==> config.mk <==
export PLATFORM = sky130hd
export DESIGN_NAME = token_priority_output_scheduler_core
export DESIGN_NICKNAME = d
export VERILOG_FILES = /design/src/tpos_pkg.sv /design/src/tpos_ram.sv /design/src/tpos_alu.sv /design/src/token_priority_output_scheduler_core.sv
export SDC_FILE = /design/constraint.sdc
export NUM_CORES = 2
export LEC_CHECK = 0
export ABC_AREA = 1
export BUFFER_PORTS_ARGS = -buffer_cell sky130_fd_sc_hd__buf_2
export CORE_AREA = 2 2 336 338
export DETAILED_ROUTE_END_ITERATION = 7
export DIE_AREA = 0 0 338 340
export PLACE_DENSITY_LB_ADDON = 0.1
export SYNTH_ARGS = -nofsm -noshare
export SYNTH_HDL_FRONTEND = slang
export SYNTH_SLANG_ARGS = --single-unit
==> constraint.sdc <==
create_clock -name aclk -period 16 [get_ports aclk]
set_input_delay 3.2 -clock aclk [delete_from_list [all_inputs] [get_ports aclk]]
set_output_delay 3.2 -clock aclk [all_outputs]
set_load 0.005 [all_outputs]
==> src/tpos_pkg.sv <==
package tpos_pkg;

    localparam int NUM_QUEUES = 8;
    localparam int TOKEN_BITS = 24;

    localparam int SLOT_AW = (NUM_QUEUES > 1) ? $clog2(NUM_QUEUES) : 1;
    localparam int SLOT_CW = SLOT_AW + 1;
    localparam int PROD_W  = 24;
    localparam int WIDE_W  = ((TOKEN_BITS > PROD_W) ? TOKEN_BITS : PROD_W) + 1;

    localparam logic [TOKEN_BITS-1:0] TOKEN_MAX = '1;

    typedef enum logic [2:0] {
        ACT_INSERT = 3'd0,
        ACT_DROP   = 3'd1,
        ACT_HEAD   = 3'd2,
        ACT_SELECT = 3'd3,
        ACT_CREATE = 3'd4
    } action_t;

    typedef struct packed {
        logic [2:0]  action;
        logic [2:0]  queue_slot;
        logic [15:0] packet_length;
        logic [7:0]  queue_priority;
        logic [7:0]  receive_rate;
        logic [7:0]  send_rate;
        logic [23:0] token_cap;
    } in_item_t;

    typedef struct packed {
        logic        granted;
        logic [2:0]  granted_slot;
        logic [15:0] granted_length;
    } out_item_t;

    typedef struct packed {
        logic [15:0]           waiting;
        logic [TOKEN_BITS-1:0] tokens;
        logic [15:0]           head_length;
        logic [7:0]            priority_lvl;
        logic [7:0]            receive_rate;
        logic [7:0]            send_rate;
        logic [TOKEN_BITS-1:0] token_cap;
    } entry_t;

    typedef struct packed {
        logic              update;
        logic              winner;
        logic [15:0]       len;
        logic [PROD_W-1:0] cost;
    } alu_ctl_t;

    typedef enum logic [5:0] {
        ST_IDLE = 6'b000001,
        ST_RMW  = 6'b000010,
        ST_SCAN = 6'b000100,
        ST_COST = 6'b001000,
        ST_UPD  = 6'b010000,
        ST_OUT  = 6'b100000
    } state_t;

endpackage

==> src/tpos_ram.sv <==
module tpos_ram #(
    parameter int WIDTH = 8,
    parameter int DEPTH = 8,
    parameter int AW    = (DEPTH > 1) ? $clog2(DEPTH) : 1
) (
    input  logic             aclk,
    input  logic             we,
    input  logic [AW-1:0]    waddr,
    input  logic [WIDTH-1:0] wdata,
    input  logic             re,
    input  logic [AW-1:0]    raddr,
    output logic [WIDTH-1:0] rdata
);

    logic [WIDTH-1:0] mem [DEPTH];
    logic [WIDTH-1:0] rdata_reg;

    always_ff @(posedge aclk) begin
        if (we) begin
            mem[waddr] <= wdata;
        end
        if (re) begin
            rdata_reg <= mem[raddr];
        end
    end

    assign rdata = rdata_reg;

endmodule

==> src/tpos_alu.sv <==
module tpos_alu (
    input  tpos_pkg::alu_ctl_t ctl,
    input  tpos_pkg::in_item_t item,
    input  tpos_pkg::entry_t   ent_in,
    output tpos_pkg::entry_t   ent_out,
    output logic               tokens_ok
);
    import tpos_pkg::*;

    logic [PROD_W-1:0] need;
    logic [PROD_W-1:0] gain;
    logic [WIDE_W-1:0] tok_w;
    logic [WIDE_W-1:0] paid;
    logic [WIDE_W-1:0] sum;
    logic [WIDE_W-1:0] cap_w;
    logic [WIDE_W-1:0] capped;
    logic [WIDE_W-1:0] new_cap;

    assign need      = PROD_W'(ent_in.head_length) * PROD_W'(ent_in.send_rate);
    assign tok_w     = WIDE_W'(ent_in.tokens);
    assign tokens_ok = tok_w >= WIDE_W'(need);

    // winner pays first (floored), then every slot earns, capped
    assign paid   = !ctl.winner ? tok_w :
                    (tok_w >= WIDE_W'(ctl.cost)) ? tok_w - WIDE_W'(ctl.cost) : '0;
    assign gain   = PROD_W'(ctl.len) * PROD_W'(ent_in.receive_rate);
    assign sum    = paid + WIDE_W'(gain);
    assign cap_w  = WIDE_W'(ent_in.token_cap);
    assign capped = (sum > cap_w) ? cap_w : sum;

    assign new_cap = (WIDE_W'(item.token_cap) > WIDE_W'(TOKEN_MAX)) ?
                     WIDE_W'(TOKEN_MAX) : WIDE_W'(item.token_cap);

    always_comb begin
        ent_out = ent_in;
        if (ctl.update) begin
            ent_out.tokens = TOKEN_BITS'(capped);
            if (ctl.winner) begin
                ent_out.waiting = ent_in.waiting - 16'd1;
            end
        end else begin
            unique case (item.action)
                ACT_INSERT: begin
                    if (ent_in.waiting != 16'hFFFF) begin
                        ent_out.waiting = ent_in.waiting + 16'd1;
                    end
                end
                ACT_DROP: begin
                    if (ent_in.waiting != 16'd0) begin
                        ent_out.waiting = ent_in.waiting - 16'd1;
                    end
                end
                ACT_HEAD: ent_out.head_length = item.packet_length;
                ACT_CREATE: begin
                    ent_out.waiting      = '0;
                    ent_out.tokens       = '0;
                    ent_out.head_length  = '0;
                    ent_out.priority_lvl = item.queue_priority;
                    ent_out.receive_rate = item.receive_rate;
                    ent_out.send_rate    = item.send_rate;
                    ent_out.token_cap    = TOKEN_BITS'(new_cap);
                end
                default: ent_out = ent_in;
            endcase
        end
    end

endmodule

==> src/token_priority_output_scheduler_core.sv <==
// Token-bucket gated strict-priority scheduler for one output port.
// Input channel s_valid/s_ready/s_data carries one command item: insert,
// drop, set head length, create queue, or select. Only select returns an
// item on m_valid/m_ready/m_data (granted, slot, head length).
// Per-slot entries live in one single-port-read RAM, one entry per slot; the
// valid and written flags per slot are registers. Insert, drop, set head and
// create are a read-modify-write: the entry is read on accept and written back
// in ST_RMW. Select: one scan pass reading one slot per cycle, a cost step to
// form the winner's cost, one update pass writing each valid slot's tokens back
// and a step to load the output register. With nothing waiting the update pass
// is skipped. The RAM port, one entry per cycle, sets the length of both passes.
// One item is worked on at a time; s_ready is high whenever the sequencer is
// idle.
// A result waiting in the output register does not block new commands; a
// select finding the register full with m_ready low holds until it frees.
// Reset (aresetn low, synchronous) clears per-slot valid and written flags,
// so every slot reads as all zero, and empties the output register.
module token_priority_output_scheduler_core (
    input  logic                  aclk,
    input  logic                  aresetn,
    input  logic                  s_valid,
    output logic                  s_ready,
    input  tpos_pkg::in_item_t    s_data,
    output logic                  m_valid,
    input  logic                  m_ready,
    output tpos_pkg::out_item_t   m_data
);
    import tpos_pkg::*;

    state_t    state_reg, state_next;
    in_item_t  item_reg, item_next;
    logic [SLOT_CW-1:0] cnt_reg, cnt_next;
    logic               ev_vld_reg, ev_vld_next;
    logic [SLOT_AW-1:0] ev_idx_reg, ev_idx_next;
    logic               rd_live_reg, rd_live_next;
    logic               found_reg, found_next;
    logic               best_tk_reg, best_tk_next;
    logic [7:0]         best_pr_reg, best_pr_next;
    logic [SLOT_AW-1:0] best_idx_reg, best_idx_next;
    logic [15:0]        best_len_reg, best_len_next;
    logic [7:0]         best_sr_reg, best_sr_next;
    logic [PROD_W-1:0]  cost_reg, cost_next;
    logic [NUM_QUEUES-1:0] valid_reg, valid_next;
    logic [NUM_QUEUES-1:0] live_reg, live_next;
    logic               m_valid_reg, m_valid_next;
    out_item_t          m_data_reg, m_data_next;

    logic               re, we;
    logic [SLOT_AW-1:0] raddr, waddr;
    logic [$bits(entry_t)-1:0] rdata;
    entry_t             ent_rd, ent_wr;
    alu_ctl_t           ctl;
    logic               tk;
    logic               accept, slot_ok, cand, better;

    assign s_ready = (state_reg == ST_IDLE);
    assign accept  = s_valid && s_ready;
    assign slot_ok = 32'(s_data.queue_slot) < NUM_QUEUES;
    assign ent_rd  = rd_live_reg ? entry_t'(rdata) : '0;

    assign ctl.update = (state_reg == ST_UPD);
    assign ctl.winner = (ev_idx_reg == best_idx_reg);
    assign ctl.len    = best_len_reg;
    assign ctl.cost   = cost_reg;

    tpos_alu u_alu (
        .ctl      (ctl),
        .item     (item_reg),
        .ent_in   (ent_rd),
        .ent_out  (ent_wr),
        .tokens_ok(tk)
    );

    tpos_ram #(
        .WIDTH($bits(entry_t)),
        .DEPTH(NUM_QUEUES)
    ) u_ram (
        .aclk (aclk),
        .we   (we),
        .waddr(waddr),
        .wdata(ent_wr),
        .re   (re),
        .raddr(raddr),
        .rdata(rdata)
    );

    assign cand   = ev_vld_reg && valid_reg[ev_idx_reg] && (ent_rd.waiting != 16'd0);
    assign better = !found_reg || (tk && !best_tk_reg) ||
                    ((tk == best_tk_reg) && (ent_rd.priority_lvl > best_pr_reg));

    always_comb begin
        re    = 1'b0;
        raddr = cnt_reg[SLOT_AW-1:0];
        if (state_reg == ST_IDLE) begin
            re    = accept;
            raddr = SLOT_AW'(s_data.queue_slot);
        end else if (state_reg == ST_SCAN || state_reg == ST_UPD) begin
            re = cnt_reg < SLOT_CW'(NUM_QUEUES);
        end
    end

    always_comb begin
        we    = 1'b0;
        waddr = ev_idx_reg;
        if (state_reg == ST_RMW) begin
            we    = 1'b1;
            waddr = SLOT_AW'(item_reg.queue_slot);
        end else if (state_reg == ST_UPD) begin
            we = ev_vld_reg && valid_reg[ev_idx_reg];
        end
    end

    always_comb begin
        state_next    = state_reg;
        item_next     = item_reg;
        cnt_next      = cnt_reg;
        ev_vld_next   = 1'b0;
        ev_idx_next   = cnt_reg[SLOT_AW-1:0];
        rd_live_next  = re ? live_reg[raddr] : rd_live_reg;
        found_next    = found_reg;
        best_tk_next  = best_tk_reg;
        best_pr_next  = best_pr_reg;
        best_idx_next = best_idx_reg;
        best_len_next = best_len_reg;
        best_sr_next  = best_sr_reg;
        cost_next     = cost_reg;
        valid_next    = valid_reg;
        live_next     = live_reg;
        m_valid_next  = m_valid_reg && !m_ready;
        m_data_next   = m_data_reg;

        unique case (state_reg)
            ST_IDLE: begin
                if (accept) begin
                    item_next = s_data;
                    unique case (s_data.action) inside
                        ACT_SELECT: begin
                            state_next = ST_SCAN;
                            cnt_next   = '0;
                            found_next = 1'b0;
                        end
                        ACT_INSERT, ACT_DROP, ACT_HEAD, ACT_CREATE: begin
                            if (slot_ok) begin
                                state_next = ST_RMW;
                            end
                        end
                        default: state_next = ST_IDLE;
                    endcase
                end
            end
            ST_RMW: begin
                live_next[SLOT_AW'(item_reg.queue_slot)] = 1'b1;
                if (item_reg.action == ACT_CREATE) begin
                    valid_next[SLOT_AW'(item_reg.queue_slot)] = 1'b1;
                end
                state_next = ST_IDLE;
            end
            ST_SCAN: begin
                if (re) begin
                    cnt_next    = cnt_reg + 1'b1;
                    ev_vld_next = 1'b1;
                end
                if (cand && better) begin
                    found_next    = 1'b1;
                    best_tk_next  = tk;
                    best_pr_next  = ent_rd.priority_lvl;
                    best_idx_next = ev_idx_reg;
                    best_len_next = ent_rd.head_length;
                    best_sr_next  = ent_rd.send_rate;
                end
                if (ev_vld_reg && (32'(ev_idx_reg) == NUM_QUEUES - 1)) begin
                    state_next = ST_COST;
                end
            end
            ST_COST: begin
                cost_next  = PROD_W'(best_len_reg) * PROD_W'(best_sr_reg);
                cnt_next   = '0;
                state_next = found_reg ? ST_UPD : ST_OUT;
            end
            ST_UPD: begin
                if (re) begin
                    cnt_next    = cnt_reg + 1'b1;
                    ev_vld_next = 1'b1;
                end
                if (ev_vld_reg && (32'(ev_idx_reg) == NUM_QUEUES - 1)) begin
                    state_next = ST_OUT;
                end
            end
            ST_OUT: begin
                if (!m_valid_reg || m_ready) begin
                    m_valid_next                = 1'b1;
                    m_data_next.granted         = found_reg;
                    m_data_next.granted_slot    = found_reg ? 3'(best_idx_reg) : 3'd0;
                    m_data_next.granted_length  = found_reg ? best_len_reg : 16'd0;
                    state_next                  = ST_IDLE;
                end
            end
            default: state_next = ST_IDLE;
        endcase
    end

    always_ff @(posedge aclk) begin
        if (!aresetn) begin
            state_reg   <= ST_IDLE;
            ev_vld_reg  <= 1'b0;
            found_reg   <= 1'b0;
            valid_reg   <= '0;
            live_reg    <= '0;
            m_valid_reg <= 1'b0;
            cnt_reg     <= '0;
        end else begin
            state_reg   <= state_next;
            ev_vld_reg  <= ev_vld_next;
            found_reg   <= found_next;
            valid_reg   <= valid_next;
            live_reg    <= live_next;
            m_valid_reg <= m_valid_next;
            cnt_reg     <= cnt_next;
        end
    end

    always_ff @(posedge aclk) begin
        item_reg     <= item_next;
        ev_idx_reg   <= ev_idx_next;
        rd_live_reg  <= rd_live_next;
        best_tk_reg  <= best_tk_next;
        best_pr_reg  <= best_pr_next;
        best_idx_reg <= best_idx_next;
        best_len_reg <= best_len_next;
        best_sr_reg  <= best_sr_next;
        cost_reg     <= cost_next;
        m_data_reg   <= m_data_next;
    end

    assign m_valid = m_valid_reg;
    assign m_data  = m_data_reg;

    a_result_from_out: assert property (@(posedge aclk) disable iff (!aresetn)
        $rose(m_valid_reg) |-> $past(state_reg == ST_OUT))
        else $error("result appeared outside output state");

    a_no_write_idle: assert property (@(posedge aclk) disable iff (!aresetn)
        we |-> (state_reg != ST_IDLE))
        else $error("memory write while idle");

    a_winner_valid: assert property (@(posedge aclk) disable iff (!aresetn)
        (state_reg == ST_COST && found_reg) |-> valid_reg[best_idx_reg])
        else $error("winner slot not valid");

    a_no_grant_zero: assert property (@(posedge aclk) disable iff (!aresetn)
        (m_valid_reg && !m_data_reg.granted) |->
            (m_data_reg.granted_slot == 3'd0 && m_data_reg.granted_length == 16'd0))
        else $error("empty grant carries data");

endmodule
# After elaboration in Yosys (flattened, before gate mapping)
# Memories as Yosys holds them, arrays and structs flattened. A register that Yosys moved wholly into a read port is not among the register bits.
# Index checks and enable logic that the tools add are counted.
dict set report word_totals {
  ff_bits 183
  latch_bits 0
  out_inout_bits 22
  ram_bits 832
  elab_cells 146
  memories 1
  in_bits 74
  rom_bits 0
}
dict set report classes {
  n_addsub 5
  n_eq_ne 24
  order_cmp 9
  mul 3
  reduce_logical 32
  n_shift 0
  mux 45
  div 0
  bitwise_logic 2
}
# memory depth word_bits read_ports rd_ports_with_merged_regs write_ports line_no
set memory_table {}
lappend memory_table {u_ram.mem 8 104 1 1 1 tpos_ram.sv:15} ;# logic [WIDTH-1:0] mem [DEPTH];
# op n
set ops {}
lappend ops {{2-to-1 mux 104 bit} 1}
lappend ops {{multiplier 16 x 8 -> 24 bit} 3}
lappend ops {{2-to-1 mux 64 bit} 1}
lappend ops {{2-to-1 mux 25 bit} 2}
lappend ops {{>= comparator 24 bit} 2}
lappend ops {{2-to-1 mux 16 bit} 3}
lappend ops {{2-to-1 mux 24 bit} 2}
lappend ops {{2-to-1 mux 48 bit} 1}
lappend ops {{one-hot mux 16 bit (3 select lines)} 1}
lappend ops {{2-to-1 mux 40 bit} 1}
lappend ops {{one-hot mux 16 bit (2 select lines)} 1}
lappend ops {{2-to-1 mux 6 bit} 5}
lappend ops {{one-hot mux 6 bit (5 select lines)} 1}
lappend ops {{adder 25 x 24 -> 25 bit} 1}
lappend ops {{greater-than comparator 25 x 24 -> 1 bit} 1}
lappend ops {{subtractor 24 x 24 -> 25 bit} 1}
lappend ops {{adder 16 x 1 -> 16 bit, second input constant} 1}
lappend ops {{!= test 16 bit, second input constant} 1}
lappend ops {{bitwise OR 8 bit} 2}
lappend ops {{nonzero test 16 bit} 1}
lappend ops {{subtractor 16 x 1 -> 16 bit, second input constant} 1}
lappend ops {{2-to-1 mux 1 bit} 15}
lappend ops {{less-than comparator 3 x 4 -> 1 bit, second input constant} 3}
lappend ops {{2-to-1 mux 4 bit} 3}
lappend ops {{other kinds (33)} 66}

# Depth between registers and ports, before layout
dict set report depth {
  ltp_word 9
  ltp_mapped 55
  ltp_nobuf 50
}

# By module
# A second synthesis with hierarchy kept.
dict set report unflattened {
  cells_unflattened 7245
  hier_area_um2 65152.5
}
# mod area_each_um2 n_inst seq_area_each_um2 cells_per_inst
set modules_own_cells {}
lappend modules_own_cells {tpos_ram 39245.1 1 28107.0 3716}
lappend modules_own_cells {tpos_alu 14112.3 1 0.0 2186}
lappend modules_own_cells {token_priority_output_scheduler_core 11795.1 1 5175.0 1343}

# Worst setup path before layout
# OpenSTA, ideal clock, no wires.
dict set report synth_timing {
  kind {input to register}
  start {input port s_valid}
  end {register rd_live_reg, enable pin}
  setup_ns 0.458
  path_slack_ns 6.872
  stages 4
  n_path_buf 0
  arrival_ns 8.670
  required_ns 15.542
  path_cell_list {inv_1 -> nor2_1 -> a21oi_1 -> inv_1}
}
dict set report synth_between {
  elab_chain_len 2
}
# item line_no
set synth_rtl {}
lappend synth_rtl {{from (decl)} token_priority_output_scheduler_core.sv:21} ;# input logic s_valid,
lappend synth_rtl {{logical AND 1 bit} token_priority_output_scheduler_core.sv:57} ;# assign accept = s_valid && s_ready;
lappend synth_rtl {{2-to-1 mux 1 bit} token_priority_output_scheduler_core.sv:94} ;# if (state_reg == ST_IDLE) begin
lappend synth_rtl {{net re} token_priority_output_scheduler_core.sv:48} ;# logic re, we;
lappend synth_rtl {{to (signal assigned)} token_priority_output_scheduler_core.sv:225} ;# rd_live_reg <= rd_live_next;
lappend synth_rtl {{to (decl)} token_priority_output_scheduler_core.sv:35} ;# logic rd_live_reg, rd_live_next;
# The timed path passes the listed nets, and every way through them passes these cells.
# A chain may end at the register's enable or synchronous reset.

==> metrics.txt <==
status=finished, final reports clean; max incr delay on CP=0.90 ns; Setup Viol. Count Final=0; Core Rows=123; drt pass-1 iters=6; mux contribution to synthesized area=0; Gate power share=0.411; largest net degree at the start of global routing=152; ys async rst share=0; post-placement cell area=61610 um^2; CTS Hold Bufs=0; IO buf count=95; Die W=338 um; area fraction in compound gates after synthesis=0.1214; Post-route DRC=0; Initial Util=0.5357; Yosys warning count=0; total CTS buffers=116; Final Cell Area=65330 um^2; layout cells sized above 1=0.06630; Tcrit/Tclk final=0.6566; Core Area=111600 um^2; clk root buf=clkbuf_16; clk_lat worst skew=0.74 ns; post-synthesis xor/xnor area fraction=0.01289; Sequential Power Share=0.338; initial antenna violation count=0; DIE AREA=114900 um^2; Lkg Pwr=25.67 nW; syn nets=6084; Hold Slack=0.4084 ns; P_int=6.364 mW; WHS Path Cells=0; Synth-to-Final Area Change=9.298%; FMAX=95.19 MHz; register bit total from synthesis=1119; Antenna Nets Post-Route=0; Vias=41146; RSZ-0062 raised after global routing=false; power per cell area=160.5 nW/um^2; clock skew=0.07165 ns; Die H=340 um; clock tree buffer depth=3; CTS tree=built; Cells after Synth=5517; Initial DRC Count=3829; number of max-cap violations=0; post-synthesis adder-cell area fraction=0.1377; Post-CTS Resized=0; total gr overflow=0; Max IR drop VDD=0.0001295 V; simple-gate share of the synthesized area=0.1100; wirelength, routed=164200 um; vias in the first global route=39855; IO Pins=96; CP Capture Type=flop; Largest register FFs=832; Setup Fix Bufs, Post-CTS=0; r2r worst-path depth=41; synthesized area per cell=10.83 um^2; GPL Wtd Cong=0.9845; largest family of logic cells by synthesized area=adder cells; DR vias/cell=5.785; Detailed Place HPWL=103100 um; Post-synth EDFFs=1087; gr usage total=0.2886; sw frac=0.3932; Slew Viols, Final=0; CTS HTree Levels=3; worst hold path type=flop to flop; Critical Path RT=16.49 ns; post-route minimum period=10.51 ns; clock sink total=1119; type of origin of the critical path=flop; first-pass GRT wire length=248200 um; CTS clk-pin slew, worst paths=0.08 ns; Worst-Margin Slew=1.196 ns; Worst EP arrival=10.99 ns; main flop type after synthesis=edfxtp_1; Max FO, Critical Path=51; Filler Cell Count=9403; clock share of power=0.251; WS Path Type=flop to flop; Top cell by count, worst path=nand2_1; final hold vios=0; Max stage delay cell, worst path=edfxtp_1; Netlist cell types=53; Setup TNS Final=0 ns; Max-slew headroom=0.1943; switching pwr=4.124 mW; wire per inst=23.09 um; sequential share of the synthesized area=0.5568; Nets=6085; Syn Std Cell Area=59770 um^2
==> path summary, 6_finish.rpt <==
| check | from | endpoint | slack, ns |
|---|---|---|---|
| setup / recovery | rd_live_reg | u_ram.mem[2][76] | 5.49 |
| hold / removal | cnt_reg[2] | ev_idx_reg[2] | 0.41 |
| hold reg to reg | cnt_reg[2] | ev_idx_reg[2] | 0.41 |
| setup reg to reg | rd_live_reg | u_ram.mem[2][76] | 5.49 |
==> power by group through the flow <==
stage | Clock [mW] | Sequential [mW] | Combinational (mW)
floorplan | 0 | 3.56 | 3.06
global placement | 0 | 3.60 | 4.25
finish | 2.63 | 3.54 | 4.31
detailed placement | 0 | 3.60 | 4.24
CTS | 2.67 | 3.54 | 4.27
global route | 2.79 | 3.55 | 4.85
==> critical path: cells and delay by family (launching register included) <==
family	cells	cell delay [ns]
buf+inv	7	1.73
compound gates	4	0.62
xor+xnor	1	0.24
flops	1	0.90
fa+ha+maj	7	2.91
simple gates	22	3.83
==> cell usage after synthesis (5+ instances only) <==
cell / instances / share of area
a21o_1: 8 / 0.0010
a21oi_1: 217 / 0.018
a31oi_1: 114 / 0.012
buf_1: 27 / 0.0017
buf_2: 55 / 0.0046
buf_4: 11 / 0.0014
buf_6: 5 / 0.00094
clkbuf_1: 166 / 0.010
dfxtp_1: 32 / 0.011
edfxtp_1: 1087 / 0.55
fa_1: 275 / 0.092
ha_1: 218 / 0.046
inv_1: 657 / 0.041
inv_2: 12 / 0.00075
nand2_1: 793 / 0.050
nand2_2: 13 / 0.0014
nand3_1: 120 / 0.010
nand4_1: 32 / 0.0033
nor2_1: 605 / 0.038
nor2_2: 8 / 0.00084
nor3_1: 33 / 0.0028
nor4_1: 12 / 0.0013
o211ai_1: 15 / 0.0019
o21ai_0: 499 / 0.042
o21ai_1: 16 / 0.0013
o21bai_1: 219 / 0.028
o22ai_1: 136 / 0.014
o31ai_1: 5 / 0.00063
xnor2_1: 25 / 0.0037
xor2_1: 63 / 0.0092
==> kinds of logic after synthesis <==
kind of cell             after synthesis
AO/OA/AOI/OAI                       1250
adder cells (fa/ha/maj)              493
buffers and inverters                936
flip-flops                          1119
XOR/XNOR                              88
AND/OR/NAND/NOR                     1631
==> cells in the final DEF (no fill, tap or decap), drive strengths merged, types with 32 or more instances in the layout <==
master  count
ha        218
a31oi     114
xor2       63
inv       675
nor2      614
o21bai    219
fa        275
o22ai     136
nand4      32
edfxtp   1087
clkbuf    138
buf       147
nand3     121
nand2     810
nor3       35
o21ai     516
dfxtp      32
a21oi     217
clkinv     55
==> routing by layer <==
layer | vias up | track usage | wire, um
met5 | - | 0 | 0
met4 | 0 | 0.08287 | 4281
met3 | 232 | 0.04159 | 11210
met2 | 1456 | 0.4486 | 75270
met1 | 20537 | 0.4252 | 73440
li1 | 18921 | - | -
==> layout make-up <==
class | count | area (um^2) | area share
inverter | 672 | 2540 | 0.03888
clock inverter | 73 | 735.7 | 0.01126
clock buffer | 138 | 2985 | 0.04569
multi-input combinational | 3462 | 22970 | 0.3516
sequential | 1119 | 33280 | 0.5094
antenna | 1 | 2.502 | 0.00003830
timing repair buffer | 147 | 940.9 | 0.01440
tap | 1500 | 1877 | 0.02873
==> through the flow <==
step	worst slack (ns)	power, mW	cells	utilization
2_1_floorplan	6.872	6.617	5517	-
3_3_place_gp	5.822	7.855	6900	0.5522
3_5_place_dp	5.769	7.840	6900	0.5522
4_1_cts	5.694	10.49	7111	0.5855
5_1_grt	4.827	11.19	7111	0.5855
6_report	5.495	10.49	7112	0.5855
Power figures use the tool's default switching activity.
